**config.mk**
```make
export PLATFORM = sky130hd
export DESIGN_NAME = sha_ctrl
export DESIGN_NICKNAME = d
export VERILOG_FILES = /design/src/sv/sha_pkg.sv /design/src/sv/sha_ctrl.sv
export SDC_FILE = /design/constraint.sdc
export NUM_CORES = 1
export LEC_CHECK = 0
export BUFFER_PORTS_ARGS = -buffer_cell sky130_fd_sc_hd__buf_4
export CORE_UTILIZATION = 25
export DETAILED_ROUTE_END_ITERATION = 7
export GPL_TIMING_DRIVEN = 0
export HOLD_SLACK_MARGIN = 0.03
export MAX_ROUTING_LAYER = met4
export PLACE_DENSITY = 0.57
export SKIP_CTS_REPAIR_TIMING = 1
export SYNTH_ARGS = -nofsm -noshare
export SYNTH_HDL_FRONTEND = slang
export SYNTH_SLANG_ARGS = --single-unit
```
**constraint.sdc**
```tcl
create_clock -name clk -period 1.3 [get_ports clk]
set_input_delay 0.325 -clock clk [delete_from_list [all_inputs] [get_ports clk]]
set_output_delay 0.325 -clock clk [all_outputs]
set_load 0.02 [all_outputs]
```
**src/sv/sha_pkg.sv**
```systemverilog
// ----------------------------------------------------------------------------
// sha_pkg
// Shared types, constants and round functions for the SHA-256 hasher.
// ----------------------------------------------------------------------------
package sha_pkg;

  localparam int NUM_HASH = 8;
  localparam int BLK_WORDS = 16;
  localparam int ROUNDS = 64;

  localparam logic [31:0] INIT_DEFAULT [NUM_HASH] = '{
    32'h6a09e667, 32'hbb67ae85, 32'h3c6ef372, 32'ha54ff53a,
    32'h510e527f, 32'h9b05688c, 32'h1f83d9ab, 32'h5be0cd19
  };

  localparam logic [31:0] ROUND_K [ROUNDS] = '{
    32'h428a2f98, 32'h71374491, 32'hb5c0fbcf, 32'he9b5dba5,
    32'h3956c25b, 32'h59f111f1, 32'h923f82a4, 32'hab1c5ed5,
    32'hd807aa98, 32'h12835b01, 32'h243185be, 32'h550c7dc3,
    32'h72be5d74, 32'h80deb1fe, 32'h9bdc06a7, 32'hc19bf174,
    32'he49b69c1, 32'hefbe4786, 32'h0fc19dc6, 32'h240ca1cc,
    32'h2de92c6f, 32'h4a7484aa, 32'h5cb0a9dc, 32'h76f988da,
    32'h983e5152, 32'ha831c66d, 32'hb00327c8, 32'hbf597fc7,
    32'hc6e00bf3, 32'hd5a79147, 32'h06ca6351, 32'h14292967,
    32'h27b70a85, 32'h2e1b2138, 32'h4d2c6dfc, 32'h53380d13,
    32'h650a7354, 32'h766a0abb, 32'h81c2c92e, 32'h92722c85,
    32'ha2bfe8a1, 32'ha81a664b, 32'hc24b8b70, 32'hc76c51a3,
    32'hd192e819, 32'hd6990624, 32'hf40e3585, 32'h106aa070,
    32'h19a4c116, 32'h1e376c08, 32'h2748774c, 32'h34b0bcb5,
    32'h391c0cb3, 32'h4ed8aa4a, 32'h5b9cca4f, 32'h682e6ff3,
    32'h748f82ee, 32'h78a5636f, 32'h84c87814, 32'h8cc70208,
    32'h90befffa, 32'ha4506ceb, 32'hbef9a3f7, 32'hc67178f2
  };

  localparam logic [7:0] PAD_BYTE = 8'h80;
  localparam int PAD_LIMIT = 56;

  typedef enum logic [2:0] {
    ST_IDLE,
    ST_PAD,
    ST_LOAD,
    ST_ROUND,
    ST_FOLD,
    ST_OUT
  } state_t;

  // controller to datapath
  typedef struct packed {
    logic take_byte;   // write input byte, count it
    logic msg_start;   // load hash from init words
    logic pad_byte;    // write pad/zero byte at pos
    logic pad_first;   // 0x80 instead of zero
    logic put_len;     // write length words
    logic load;        // start compression
    logic round;       // one round
    logic fold;        // add into hash
    logic msg_done;    // clear length
  } cmd_t;

  // datapath to controller
  typedef struct packed {
    logic [5:0] byte_count;
    logic [5:0] round_idx;
  } status_t;

  function automatic logic [31:0] rotr(input logic [31:0] x, input int n);
    rotr = (x >> n) | (x << (32 - n));
  endfunction

endpackage

```
**src/sv/sha_ctrl.sv**
```systemverilog
// ----------------------------------------------------------------------------
// sha_ctrl
// Sequencer: byte intake, padding, rounds and digest readout.
// ----------------------------------------------------------------------------
module sha_ctrl import sha_pkg::*; (
  input  logic          clk,
  input  logic          rst_n,
  input  logic          in_tvalid,
  output logic          in_tready,
  input  logic          in_byte_valid,
  input  logic          in_eom,
  input  status_t       stat,
  output cmd_t          cmd,
  output logic          out_tvalid,
  input  logic          out_tready,
  output logic [2:0]    out_idx
);

  state_t     state_r, state_nxt;
  logic       active_r, active_nxt;
  logic       final_r, final_nxt;     // padding done, next block is last
  logic       padded_r, padded_nxt;   // 0x80 already placed
  logic [2:0] idx_r, idx_nxt;
  logic       acc;

  assign acc = in_tvalid && in_tready;
  assign out_idx = idx_r;

  always_comb begin
    state_nxt = state_r;
    active_nxt = active_r;
    final_nxt = final_r;
    padded_nxt = padded_r;
    idx_nxt = idx_r;
    case (state_r)
      ST_IDLE: begin
        if (acc && (in_byte_valid || in_eom)) begin
          active_nxt = 1'b1;
          if (in_byte_valid && stat.byte_count == 6'd63) begin
            state_nxt = ST_LOAD;
            final_nxt = 1'b0;
            padded_nxt = 1'b0;
          end else if (in_eom) begin
            state_nxt = ST_PAD;
            padded_nxt = 1'b0;
          end
          if (in_eom) final_nxt = 1'b0;
        end
        // full block with eom pending: remember to pad afterwards
        if (acc && in_byte_valid && in_eom && stat.byte_count == 6'd63) begin
          final_nxt = 1'b1;  // reused as "pad pending" before padding
        end
      end
      ST_PAD: begin
        padded_nxt = 1'b1;
        if (stat.byte_count == 6'd63) begin
          state_nxt = ST_LOAD;
          final_nxt = 1'b0;
        end else if (padded_r && stat.byte_count == 6'(PAD_LIMIT) && !final_r) begin
          state_nxt = ST_LOAD;
          final_nxt = 1'b1;
        end else if (!padded_r && stat.byte_count >= 6'(PAD_LIMIT - 1)) begin
          final_nxt = 1'b0;
        end
      end
      ST_LOAD: state_nxt = ST_ROUND;
      ST_ROUND: if (stat.round_idx == 6'(ROUNDS - 1)) state_nxt = ST_FOLD;
      ST_FOLD: begin
        if (final_r && padded_r) begin
          state_nxt = ST_OUT;
          idx_nxt = '0;
        end else if (final_r || padded_r) begin
          state_nxt = ST_PAD;
          final_nxt = 1'b0;
        end else begin
          state_nxt = ST_IDLE;
        end
      end
      ST_OUT: if (out_tready) begin
        idx_nxt = idx_r + 3'd1;
        if (idx_r == 3'(NUM_HASH - 1)) begin
          state_nxt = ST_IDLE;
          active_nxt = 1'b0;
          final_nxt = 1'b0;
          padded_nxt = 1'b0;
        end
      end
      default: state_nxt = ST_IDLE;
    endcase
  end

  always_comb begin
    cmd = '0;
    in_tready = (state_r == ST_IDLE);
    out_tvalid = (state_r == ST_OUT);
    case (state_r)
      ST_IDLE: if (acc && (in_byte_valid || in_eom)) begin
        cmd.msg_start = !active_r;
        cmd.take_byte = in_byte_valid;
      end
      ST_PAD: begin
        if (padded_r && stat.byte_count == 6'(PAD_LIMIT) && !final_r
            && stat.byte_count != 6'd63) begin
          cmd.put_len = 1'b1;
        end else begin
          cmd.pad_byte = 1'b1;
          cmd.pad_first = !padded_r;
        end
      end
      ST_LOAD: cmd.load = 1'b1;
      ST_ROUND: cmd.round = 1'b1;
      ST_FOLD: cmd.fold = 1'b1;
      ST_OUT: if (out_tready && idx_r == 3'(NUM_HASH - 1)) cmd.msg_done = 1'b1;
      default: ;
    endcase
  end

  always_ff @(posedge clk) begin
    if (!rst_n) begin
      state_r <= ST_IDLE;
      active_r <= 1'b0;
      final_r <= 1'b0;
      padded_r <= 1'b0;
      idx_r <= '0;
    end else begin
      state_r <= state_nxt;
      active_r <= active_nxt;
      final_r <= final_nxt;
      padded_r <= padded_nxt;
      idx_r <= idx_nxt;
    end
  end

endmodule

```
==> results_tabular.tex, run 1 <==
\begin{tabular}{lr}
\hline
Metric & Value \\
\hline
\multicolumn{2}{l}{\textbf{Run status}} \\
Run status & finished, violations left \\
Violated checks & negative setup slack \\
\multicolumn{2}{l}{\textbf{Routing}} \\
Number of nets with antenna violations after detailed routing & 0 \\
Per-cell via count in the routed design & 5.088 \\
TritonRoute pass-1 iters & 4 \\
Wirelength, routed & 1945 um \\
Number of design rule violations left after detail routing & 0 \\
Total via count in the routed design & 809 \\
DR WL/cell & 12.23 um \\
Iteration-0 DRC Markers & 14 \\
\multicolumn{2}{l}{\textbf{Worst setup path}} \\
CP required & 0.98 ns \\
Largest stage delay on the critical path & 0.44 ns \\
Cell type with the highest occurrence count on the critical path & buf\_6 \\
Critical path endpoint category & output pin \\
Maximum fanout along the worst path & 7 \\
Flop-to-flop setup slack & -0.25 ns \\
Crit-path leading delay family & simple AND/OR/NAND/NOR gates \\
CP Class & flip-flop to output pin \\
Crit path buffers/inverters & 2 \\
Endpoint of the most critical register-to-register path & state\_r[2] \\
Critical Path, Cell by Cell & buf\_6, or3b\_4, a31oi\_4, buf\_6 \\
Kind of start point of the critical path & flip-flop \\
Depth of the most critical reg-to-reg path & 7 \\
Slowest stage cell, crit path & or3b\_4 \\
Source of the worst register-to-register timing path & state\_r[0] \\
Critical path data arrival time & 1.46 ns \\
\multicolumn{2}{l}{\textbf{Die}} \\
Core Area & 2545 um2 \\
Top-level port count & 32 \\
Chip Width & 54.80 um \\
Area of the die & 3003 um2 \\
Site row count & 18 \\
Initial core utilization & 27.38\% \\
Die Height & 54.80 um \\
\multicolumn{2}{l}{\textbf{Timing}} \\
Count of endpoints failing hold in the final timing report & 0 \\
Transition time at the pin with the least slew margin & 0.2804 ns \\
Finish-stage setup viols & 16 \\
Unrepaired setup endpoints after global routing & true \\
Final-report max-slew violation count & 0 \\
Setup TNS & -4.632 ns \\
Worst setup margin & -0.4900 ns \\
Worst clock skew & 0.002335 ns \\
Maximum frequency from static timing analysis & 558.7 MHz \\
Worst hold slack & 0.3125 ns \\
Final min period & 1.790 ns \\
Relative max-transition margin & 81.27\% \\
Fraction of the cycle the final worst path needs & 137.7\% \\
\multicolumn{2}{l}{\textbf{Power}} \\
Post-layout power & 2.018 mW \\
Largest vdd supply drop & 1.114 mV \\
Power density of the placed cells & 1705 nW/um2 \\
Leakage power of the design & 0.5111 nW \\
Flop pwr share & 18.2\% \\
Proportion of power drawn by combinational gates & 71.5\% \\
Clock share of power & 10.3\% \\
Net load switching power & 799.7 uW \\
Internal power contribution & 1.218 mW \\
Sw Share & 39.62\% \\
\multicolumn{2}{l}{\textbf{Global route}} \\
GRT Total Usage & 15.17\% \\
Sum of overflow across all layers after global routing & 0 \\
Vias in the first global route & 704 \\
Initial antenna violation count & 0 \\
Maximum number of pins on one net before global-route repair & 11 \\
First-pass GRT wire length & 3174 um \\
\multicolumn{2}{l}{\textbf{Worst hold path}} \\
Type of the worst min-delay path & input port to flip-flop \\
Hold path start & rst\_n \\
Hold EP & state\_r[0] \\
Worst hold stages & 2 \\
\multicolumn{2}{l}{\textbf{Synth}} \\
Flops \& latches, synth & 9 \\
Share of the yosys chip area belonging to registers & 25.85\% \\
Synth async-reset ratio & 0\% \\
Average footprint of a synthesized cell & 8.104 um2 \\
Post-synthesis instance total & 86 \\
Cell types occupying the most area after synthesis & dfxtp\_1 26\%, nor2\_1 6.5\%, nand2\_1 4.8\%, and3\_1 3.6\%, ha\_1 3.6\% \\
Library cells used by synthesis & 37 \\
Synth Cell Area & 696.9 um2 \\
Post-synth top flop & dfxtp\_1 \\
Dominant cell by count in the synthesized netlist & nor2\_1 \\
Post-synth net total & 106 \\
Post-synth EDFFs & 0 \\
Number of warnings issued by yosys & 0 \\
Fraction of synthesized cell area taken by the top area cell type & 25.85\% \\
Most frequent cells after synthesis & 12 x nor2\_1, 9 x dfxtp\_1, 9 x nand2\_1 \\
Cell type with the highest aggregate area in the netlist & dfxtp\_1 \\
\multicolumn{2}{l}{\textbf{Run}} \\
MaxCap Viol Count & 0 \\
\multicolumn{2}{l}{\textbf{Clock tree}} \\
Number of buffers on the longest clock path & 2 \\
Clock slew seen by the registers of the worst setup and hold paths & 0.06 ns \\
Skew-Pair Late Insertion Delay & 0.25 ns \\
Clock Root Buffer & clkbuf\_4 \\
Clock tree from TritonCTS & done \\
Clk sink count & 9 \\
Cts bufs inserted & 3 \\
H-tree levels & 1 \\
\multicolumn{2}{l}{\textbf{Final layout}} \\
Ratio of cells with drive above 1 in the final layout & 55.81\% \\
ANT cells & 0 \\
Sequential standard cell area & 192.7 um2 \\
Footprint of the multi-input gates & 551.8 um2 \\
Layout area overhead & 69.84\% \\
Total of fill cells in the finished design & 254 \\
Total Nets Final & 150 \\
\multicolumn{2}{l}{\textbf{Placed design}} \\
Post-DP HPWL & 1452 um \\
Final GP Congestion & 0.7816 \\
Number of input and output port buffers inserted & 31 \\
\hline
\end{tabular}
[final cells by class]
type	count	area share [%]
inverters	4	1.268
well taps	30	3.171
plain buffers	4	2.854
repair buffers	40	27.59
clock buffers	4	2.220
multi-input cells	68	46.62
flip-flops and latches	9	16.28
[power groups by stage]
stage	clock network, mW	logic (mW)	registers [mW]
finish	0.209	1.44	0.367
global route	0.238	1.55	0.374
CTS	0.222	1.09	0.366
detailed placement	0	1.09	0.372
global placement	0	1.09	0.370
floorplan	0	0.775	0.365
[routing by layer]
layer | global-route usage [%] | share of wire, % | up-vias
li1 | - | - | 409
met1 | 19.38 | 43 | 372
met2 | 23.90 | 51 | 26
met3 | 5.000 | 5.9 | 2
met4 | 1.282 | 0.41 | 0
met5 | - | 0 | -
[worst register-to-register path, stage by stage, from the launching register on]
cell and delay, ns:
dfxtp_2 0.33, buf_6 0.12, or3b_4 0.44, a31oi_4 0.18
buf_4 0.14, a21oi_2 0.06, nand2_1 0.10, o31ai_2 0.06
[how the worst max path moves through the flow]
stage | from | end | slack, ns | cells after the start
global route | state_r[0] | cmd[6] | -0.53 | 4
global placement | stat[11] | state_r[0] | -0.33 | 7
CTS | state_r[0] | cmd[6] | -0.57 | 4
detailed placement | stat[11] | state_r[0] | -0.31 | 7
finish | state_r[0] | cmd[6] | -0.49 | 4
floorplan | state_r[0] | cmd[7] | -0.17 | 4
[registers in the layout, indices dropped and copies added, names as in the netlist]
signal and flops:
state_r 3, padded_r 1, final_r 1, out_idx 3, active_r 1
[per-stage QoR]
| stage | utilization, % | setup slack, ns | std cells | instance area [um2] |
|---|---|---|---|---|
| final | 46.51 | -0.4900 | 159 | 1184 |
| after global routing | 46.51 | -0.5279 | 159 | 1184 |
| after CTS | 41.15 | -0.5663 | 151 | 1047 |
| after detailed placement | 40.12 | -0.3142 | 147 | 1021 |
| after global placement | 40.12 | -0.3254 | 147 | 1021 |
| after floorplan | - | -0.1702 | 86 | 750.7 |
[cell usage in the layout (no fill, tap or decap), types with 2 or more instances in the layout]
master    synthesis  routed
buf_4             1      36
nand2_1           9       9
nor2_1           12       9
buf_6             2       8
dfxtp_1           9       5
inv_1             4       4
and3_1            4       3
nor2_2            0       3
nand4_1           3       3
a21oi_1           3       3
clkbuf_4          0       3
dfxtp_4           0       3
nand3_1           2       2
and3_4            0       2
a21boi_4          1       2
a211o_1           2       2
o21ai_0           3       2
a31oi_1           2       2
a32oi_1           2       2
ha_4              0       2
[kinds of logic after synthesis]
kind of cell / Yosys count / share of synthesized area [%]
AND/OR/NAND/NOR: 40 / 31.60
AO/OA/AOI/OAI: 26 / 31.06
buffers and inverters: 9 / 7.899
flip-flops: 9 / 25.85
adder cells (fa/ha/maj): 2 / 3.590
Note: power is estimated with default switching activity, not from simulation.
==> run 2, diff against run 1 <==
--- a/config.mk
+++ b/config.mk
@@ -5,13 +5,16 @@
 export SDC_FILE = /design/constraint.sdc
 export NUM_CORES = 1
 export LEC_CHECK = 0
+export ABC_AREA = 1
 export BUFFER_PORTS_ARGS = -buffer_cell sky130_fd_sc_hd__buf_4
 export CORE_UTILIZATION = 25
+export CTS_CLUSTER_SIZE = 24
 export DETAILED_ROUTE_END_ITERATION = 7
 export GPL_TIMING_DRIVEN = 0
 export HOLD_SLACK_MARGIN = 0.03
 export MAX_ROUTING_LAYER = met4
-export PLACE_DENSITY = 0.57
+export PLACE_DENSITY = 0.56
+export SETUP_SLACK_MARGIN = 0.02
 export SKIP_CTS_REPAIR_TIMING = 1
 export SYNTH_ARGS = -nofsm -noshare
 export SYNTH_HDL_FRONTEND = slang
==> run 2 against run 1 <==
  * The flow finishes with violations (design-rule violations, negative setup slack)
  * Sequential power grew 14%
  * Worst setup slack gained 0.13 ns
  * Global-route usage shrank 0.76 points
  * First-iteration DRC count grew 110%
  * Sequential share of layout area shrank 1.4 points
  * Flip-flop and latch count is the same
  * Non-clock buffer count shrank 3
  * Critical path type unchanged
  * Critical endpoint unchanged
  * Highest routed layer unchanged
==> results_tabular.tex, run 2 <==
\begin{tabular}{lr}
\hline
Metric & Value \\
\hline
\multicolumn{2}{l}{\textbf{Run status}} \\
Run status & finished, violations left \\
Violated checks & design-rule violations, negative setup slack \\
\multicolumn{2}{l}{\textbf{Clock tree}} \\
Number of buffers on the longest clock path & 2 \\
Clock tree from TritonCTS & done \\
Skew-Pair Late Insertion Delay & 0.27 ns \\
Clock slew seen by the registers of the worst setup and hold paths & 0.06 ns \\
Clk sink count & 9 \\
Clock Root Buffer & clkbuf\_4 \\
H-tree levels & 1 \\
Cts bufs inserted & 3 \\
\multicolumn{2}{l}{\textbf{Run}} \\
MaxCap Viol Count & 0 \\
\multicolumn{2}{l}{\textbf{Placed design}} \\
Final GP Congestion & 0.8385 \\
Post-DP HPWL & 1755 um \\
Number of input and output port buffers inserted & 31 \\
DP Cell Count & 188 \\
Post-detailed-placement cell area & 1131 um2 \\
\multicolumn{2}{l}{\textbf{Timing}} \\
Finish-stage setup viols & 16 \\
Maximum frequency from static timing analysis & 604.0 MHz \\
Fraction of the cycle the final worst path needs & 127.4\% \\
Worst hold slack & 0.3150 ns \\
Relative max-transition margin & 80.16\% \\
Worst clock skew & 0.004669 ns \\
Final min period & 1.656 ns \\
Worst setup margin & -0.3556 ns \\
Unrepaired setup endpoints after global routing & true \\
Transition time at the pin with the least slew margin & 0.2973 ns \\
Count of endpoints failing hold in the final timing report & 0 \\
Final-report max-slew violation count & 0 \\
\multicolumn{2}{l}{\textbf{Global route}} \\
GRT Total Usage & 14.40\% \\
Vias in the first global route & 825 \\
Initial antenna violation count & 0 \\
Sum of overflow across all layers after global routing & 0 \\
First-pass GRT wire length & 3608 um \\
Maximum number of pins on one net before global-route repair & 8 \\
\multicolumn{2}{l}{\textbf{Worst setup path}} \\
Endpoint of the most critical register-to-register path & final\_r \\
Depth of the most critical reg-to-reg path & 10 \\
Flop-to-flop setup slack & -0.13 ns \\
CP required & 0.98 ns \\
Crit path buffers/inverters & 3 \\
Critical Path, Cell by Cell & buf\_4, nor2\_4, nand2\_4, buf\_6, nor2\_4, buf\_6 \\
Critical path endpoint category & output pin \\
Kind of start point of the critical path & flip-flop \\
Slowest stage cell, crit path & dfxtp\_4 \\
Critical path data arrival time & 1.33 ns \\
Maximum fanout along the worst path & 5 \\
CP Class & flip-flop to output pin \\
Largest stage delay on the critical path & 0.37 ns \\
Source of the worst register-to-register timing path & state\_r[1] \\
Crit-path leading delay family & buffers and inverters \\
\multicolumn{2}{l}{\textbf{Final layout}} \\
Number of cells in the finished layout apart from fillers & 202 \\
Final cell area excluding filler cells & 1353 um2 \\
Total Nets Final & 192 \\
Ratio of cells with drive above 1 in the final layout & 57.89\% \\
ANT cells & 0 \\
Most common cell after layout, fill and taps aside & buf\_4 \\
Most frequent cells in the layout & 33 x buf\_4, 29 x nand2\_1, 11 x inv\_1 \\
Layout area overhead & 74.36\% \\
\multicolumn{2}{l}{\textbf{Power}} \\
Largest vdd supply drop & 0.5367 mV \\
Post-layout power & 2.129 mW \\
Leakage power of the design & 0.6400 nW \\
Power density of the placed cells & 1574 nW/um2 \\
\multicolumn{2}{l}{\textbf{Synth}} \\
Cell type with the highest aggregate area in the netlist & dfxtp\_1 \\
Dominant cell by count in the synthesized netlist & nand2\_1 \\
Library cells used by synthesis & 22 \\
Post-synth EDFFs & 0 \\
Post-synth net total & 146 \\
Cell types occupying the most area after synthesis & dfxtp\_1 23\%, nand2\_1 17\%, nor2\_1 9.2\%, inv\_1 8.2\%, nand3\_1 7.7\% \\
Number of warnings issued by yosys & 0 \\
Most frequent cells after synthesis & 35 x nand2\_1, 19 x nor2\_1, 17 x inv\_1 \\
Average footprint of a synthesized cell & 6.157 um2 \\
Synth async-reset ratio & 0\% \\
Fraction of synthesized cell area taken by the top area cell type & 23.23\% \\
Synth Cell Area & 775.7 um2 \\
Post-synth top flop & dfxtp\_1 \\
Post-synthesis instance total & 126 \\
Share of the yosys chip area belonging to registers & 23.23\% \\
Flops \& latches, synth & 9 \\
\multicolumn{2}{l}{\textbf{Worst hold path}} \\
Worst hold stages & 3 \\
Type of the worst min-delay path & input port to flip-flop \\
Hold path start & rst\_n \\
Hold EP & state\_r[1] \\
\multicolumn{2}{l}{\textbf{Routing}} \\
Number of nets with antenna violations after detailed routing & 0 \\
DR WL/cell & 11.09 um \\
Iteration-0 DRC Markers & 30 \\
Per-cell via count in the routed design & 4.673 \\
Number of design rule violations left after detail routing & 3 \\
Total via count in the routed design & 944 \\
Wirelength, routed & 2241 um \\
TritonRoute pass-1 iters & 6 \\
\multicolumn{2}{l}{\textbf{Die}} \\
Initial core utilization & 27.19\% \\
Site row count & 19 \\
Area of the die & 3330 um2 \\
Die Height & 57.71 um \\
Top-level port count & 32 \\
Chip Width & 57.71 um \\
Core Area & 2853 um2 \\
\hline
\end{tabular}
[run 2: per-layer routing]
layer	GRT usage, %	wire length (um)	vias to the layer above
met4	6.122	22	0
met5	-	0	-
li1	-	-	496
met3	3.795	85	2
met1	17.76	1015	426
met2	22.26	1118	20
[run 2: worst max path at each step]
stage / startpoint / to / slack (ns) / cells past startpoint
6_report: state_r[1] / cmd[6] / -0.36 / 6
5_1_grt: state_r[1] / cmd[8] / -0.43 / 8
4_1_cts: state_r[1] / cmd[7] / -0.44 / 8
3_5_place_dp: in_byte_valid / final_r / -0.20 / 8
3_3_place_gp: in_byte_valid / final_r / -0.21 / 8
2_1_floorplan: state_r[1] / cmd[7] / -0.001 / 7
[run 2: kinds of logic (layout without fill, tap and decap cells)]
| logic type | count (synthesis) | in the layout | synth area share, % |
|---|---|---|---|
| AOI/OAI and AO/OA | 17 | 17 | 15.00 |
| adders and majority gates | 2 | 2 | 3.225 |
| buffers and inverters | 21 | 66 | 10.81 |
| DFF | 9 | 9 | 23.23 |
| and+or+nand+nor | 77 | 77 | 47.74 |
[run 2: tightest hold or removal path: cells and delay by family]
| family | cells | cell delay (ns) |
|---|---|---|
| buffers and inverters | 1 | 0.13 |
| and+or+nand+nor | 2 | 0.10 |
[run 2: through the flow]
stage / worst slack [ns] / TNS [ns] / util (%)
detailed placement: -0.2014 / -1.281 / 39.65
floorplan: -0.001435 / -0.001435 / -
CTS: -0.4442 / -3.562 / 40.61
global placement: -0.2103 / -1.206 / 39.65
finish: -0.3556 / -3.100 / 47.41
global route: -0.4343 / -4.537 / 47.41
[run 2: cell type report]
cell class                 count  area [um2]
tap                           31       38.79
clock inverter                 1       5.005
sequential                     9       201.4
multi-input combinational     96       655.6
inverter                      21       91.34
fill                         292        1500
timing repair buffer          41       337.8
clock buffer                   3       22.52
[run 2: power breakdown]
part | internal, mW | switching (mW) | leakage [nW]
Combinational | 0.692 | 0.790 | 0.544
Clock | 0.114 | 0.114 | 0.0177
Sequential | 0.340 | 0.0784 | 0.0781
Total | 1.15 | 0.983 | 0.640
==> run 3, diff against run 2 <==
==> constraint.sdc (replaced) <==
create_clock -name clk -period 1.5 [get_ports clk]
set_input_delay 0.375 -clock clk [delete_from_list [all_inputs] [get_ports clk]]
set_output_delay 0.375 -clock clk [all_outputs]
set_load 0.02 [all_outputs]
==> run 3 against run 2 <==
  * The flow still finishes with violations (design-rule violations, negative setup slack)
  * Die area unchanged
  * Flip-flop and latch count unchanged
  * Global-route usage shrank 1.8 points
  * Clock-buffer cell count grew 1
  * Total power down 21%
  * Register-to-register slack improved by 0.10 ns
  * Clock skew shrank 0.00061 ns
  * Routed wire length decreased by 5.8%
  * Sequential share of layout area up 0.79 points
  * Utilization down 4.9 points
  * Final cell count shrank 0.50%
  * Largest cell class unchanged
  * Largest power group unchanged
==> results_tabular.tex, run 3 (synthesis gave the netlist of run 2 again) <==
\begin{tabular}{lr}
\hline
Metric & Value \\
\hline
\multicolumn{2}{l}{\textbf{Clock tree}} \\
Cts bufs inserted & 3 \\
Skew-Pair Late Insertion Delay & 0.26 ns \\
H-tree levels & 1 \\
Number of buffers on the longest clock path & 2 \\
Clk sink count & 9 \\
Clock Root Buffer & clkbuf\_4 \\
Clock slew seen by the registers of the worst setup and hold paths & 0.07 ns \\
Clock tree from TritonCTS & done \\
\multicolumn{2}{l}{\textbf{Timing}} \\
Worst clock skew & 0.004058 ns \\
Maximum frequency from static timing analysis & 588.4 MHz \\
Relative max-transition margin & 79.50\% \\
Final-report max-slew violation count & 0 \\
Finish-stage setup viols & 13 \\
Unrepaired setup endpoints after global routing & true \\
Fraction of the cycle the final worst path needs & 113.3\% \\
Worst hold slack & 0.3698 ns \\
Setup TNS & -1.425 ns \\
Count of endpoints failing hold in the final timing report & 0 \\
Transition time at the pin with the least slew margin & 0.3072 ns \\
Final min period & 1.700 ns \\
Worst setup margin & -0.1997 ns \\
\multicolumn{2}{l}{\textbf{Final layout}} \\
Ratio of cells with drive above 1 in the final layout & 45.88\% \\
Footprint of the multi-input gates & 549.3 um2 \\
Layout area overhead & 56.29\% \\
ANT cells & 0 \\
Total Nets Final & 191 \\
Sequential standard cell area & 190.2 um2 \\
Total of fill cells in the finished design & 298 \\
Most frequent cells in the layout & 35 x buf\_4, 32 x nand2\_1, 14 x nor2\_1 \\
Number of cells in the finished layout apart from fillers & 201 \\
Most common cell after layout, fill and taps aside & buf\_4 \\
\multicolumn{2}{l}{\textbf{Die}} \\
Chip Width & 57.71 um \\
Core Area & 2853 um2 \\
Top-level port count & 32 \\
Initial core utilization & 27.19\% \\
Site row count & 19 \\
Die Height & 57.71 um \\
Area of the die & 3330 um2 \\
\multicolumn{2}{l}{\textbf{Worst setup path}} \\
Critical Path, Cell by Cell & inv\_4, nand2\_4, inv\_4, nand2\_8, nor2\_4, nand2\_2, nor2\_2, buf\_6 \\
Crit-path leading delay family & simple AND/OR/NAND/NOR gates \\
Largest stage delay on the critical path & 0.34 ns \\
CP Class & flip-flop to output pin \\
Cell type with the highest occurrence count on the critical path & inv\_4 \\
Start point of the critical path & state\_r[0] \\
Maximum fanout along the worst path & 3 \\
Crit path buffers/inverters & 3 \\
Critical path data arrival time & 1.32 ns \\
Critical path endpoint category & output pin \\
Slowest stage cell, crit path & dfxtp\_2 \\
Flop-to-flop setup slack & -0.03 ns \\
Kind of start point of the critical path & flip-flop \\
Source of the worst register-to-register timing path & out\_idx[0] \\
CP required & 1.12 ns \\
\multicolumn{2}{l}{\textbf{Placed design}} \\
Final GP Congestion & 0.8539 \\
DP Cell Count & 188 \\
Post-DP HPWL & 1642 um \\
Post-place setup slack & -0.1021 ns \\
Number of input and output port buffers inserted & 31 \\
\multicolumn{2}{l}{\textbf{Routing}} \\
DR WL/cell & 10.51 um \\
Wirelength, routed & 2112 um \\
Total via count in the routed design & 935 \\
Number of nets with antenna violations after detailed routing & 0 \\
Iteration-0 DRC Markers & 37 \\
Per-cell via count in the routed design & 4.652 \\
TritonRoute pass-1 iters & 6 \\
Number of design rule violations left after detail routing & 1 \\
\multicolumn{2}{l}{\textbf{Power}} \\
Leakage power of the design & 0.6175 nW \\
Post-layout power & 1.682 mW \\
Largest vdd supply drop & 0.4832 mV \\
Power density of the placed cells & 1387 nW/um2 \\
\multicolumn{2}{l}{\textbf{Global route}} \\
Sum of overflow across all layers after global routing & 0 \\
First-pass GRT wire length & 3201 um \\
Initial antenna violation count & 0 \\
GRT Total Usage & 12.56\% \\
Maximum number of pins on one net before global-route repair & 8 \\
Vias in the first global route & 779 \\
\multicolumn{2}{l}{\textbf{Worst hold path}} \\
Type of the worst min-delay path & input port to flip-flop \\
Hold path start & rst\_n \\
\multicolumn{2}{l}{\textbf{Run}} \\
MaxCap Viol Count & 0 \\
\multicolumn{2}{l}{\textbf{Run status}} \\
Violated checks & design-rule violations, negative setup slack \\
Run status & finished, violations left \\
\hline
\end{tabular}
-- run 3: changes by cell type in the layout (fill, tap and decap cells not counted), moves of 4 or more --
cell / previous run / this run
nor2_1: 9 / 14
dfxtp_4: 5 / 1
nand3_1: 8 / 12
nand3_2: 4 / 0
nor2_4: 9 / 5
-- run 3: worst register-to-register path, stage by stage, from the launching register on --
cell	delay, ns
dfxtp_2	0.34
ha_1	0.15
ha_1	0.19
nand2_1	0.10
nand3_1	0.16
nand2_1	0.11
a21oi_4	0.18
nand3_1	0.10
nand2_1	0.07
nor2_1	0.04
-- run 3: per-layer routing --
layer	GRT usage, %	routed length [um]	share of wire (%)
met1	15.26	939	44
met2	21.10	1070	51
met5	-	0	0
met3	1.563	86	4.1
met4	5.102	15	0.71
-- run 3: path summary, 6_finish.rpt --
| path | endpoint | depth (start not counted) |
|---|---|---|
| max | cmd[7] | 8 |
| min | state_r[1] | 3 |
| max reg2reg | state_r[1] | 9 |
| min reg2reg | active_r | 2 |
-- run 3: area by class of cell --
class	instances	area share [%]
Inverter	21	7.327
Sequential cell	9	15.69
Timing Repair Buffer	40	26.32
Clock buffer	4	2.167
Multi-Input combinational cell	96	45.30
Tap cell	31	3.199
-- run 3: stage by stage --
step	util, %	cell area, um2
5_1_grt	42.50	1212
6_report	42.50	1212
3_5_place_dp	36.89	1052
3_3_place_gp	36.89	1052
4_1_cts	37.81	1079
2_1_floorplan	-	780.7
-- run 3: power breakdown --
| part | total (mW) | switching (mW) | internal, mW |
|---|---|---|---|
| clock | 0.196 | 0.0929 | 0.103 |
| combinational | 1.13 | 0.625 | 0.504 |
| sequential | 0.357 | 0.0596 | 0.298 |
| total | 1.68 | 0.778 | 0.904 |
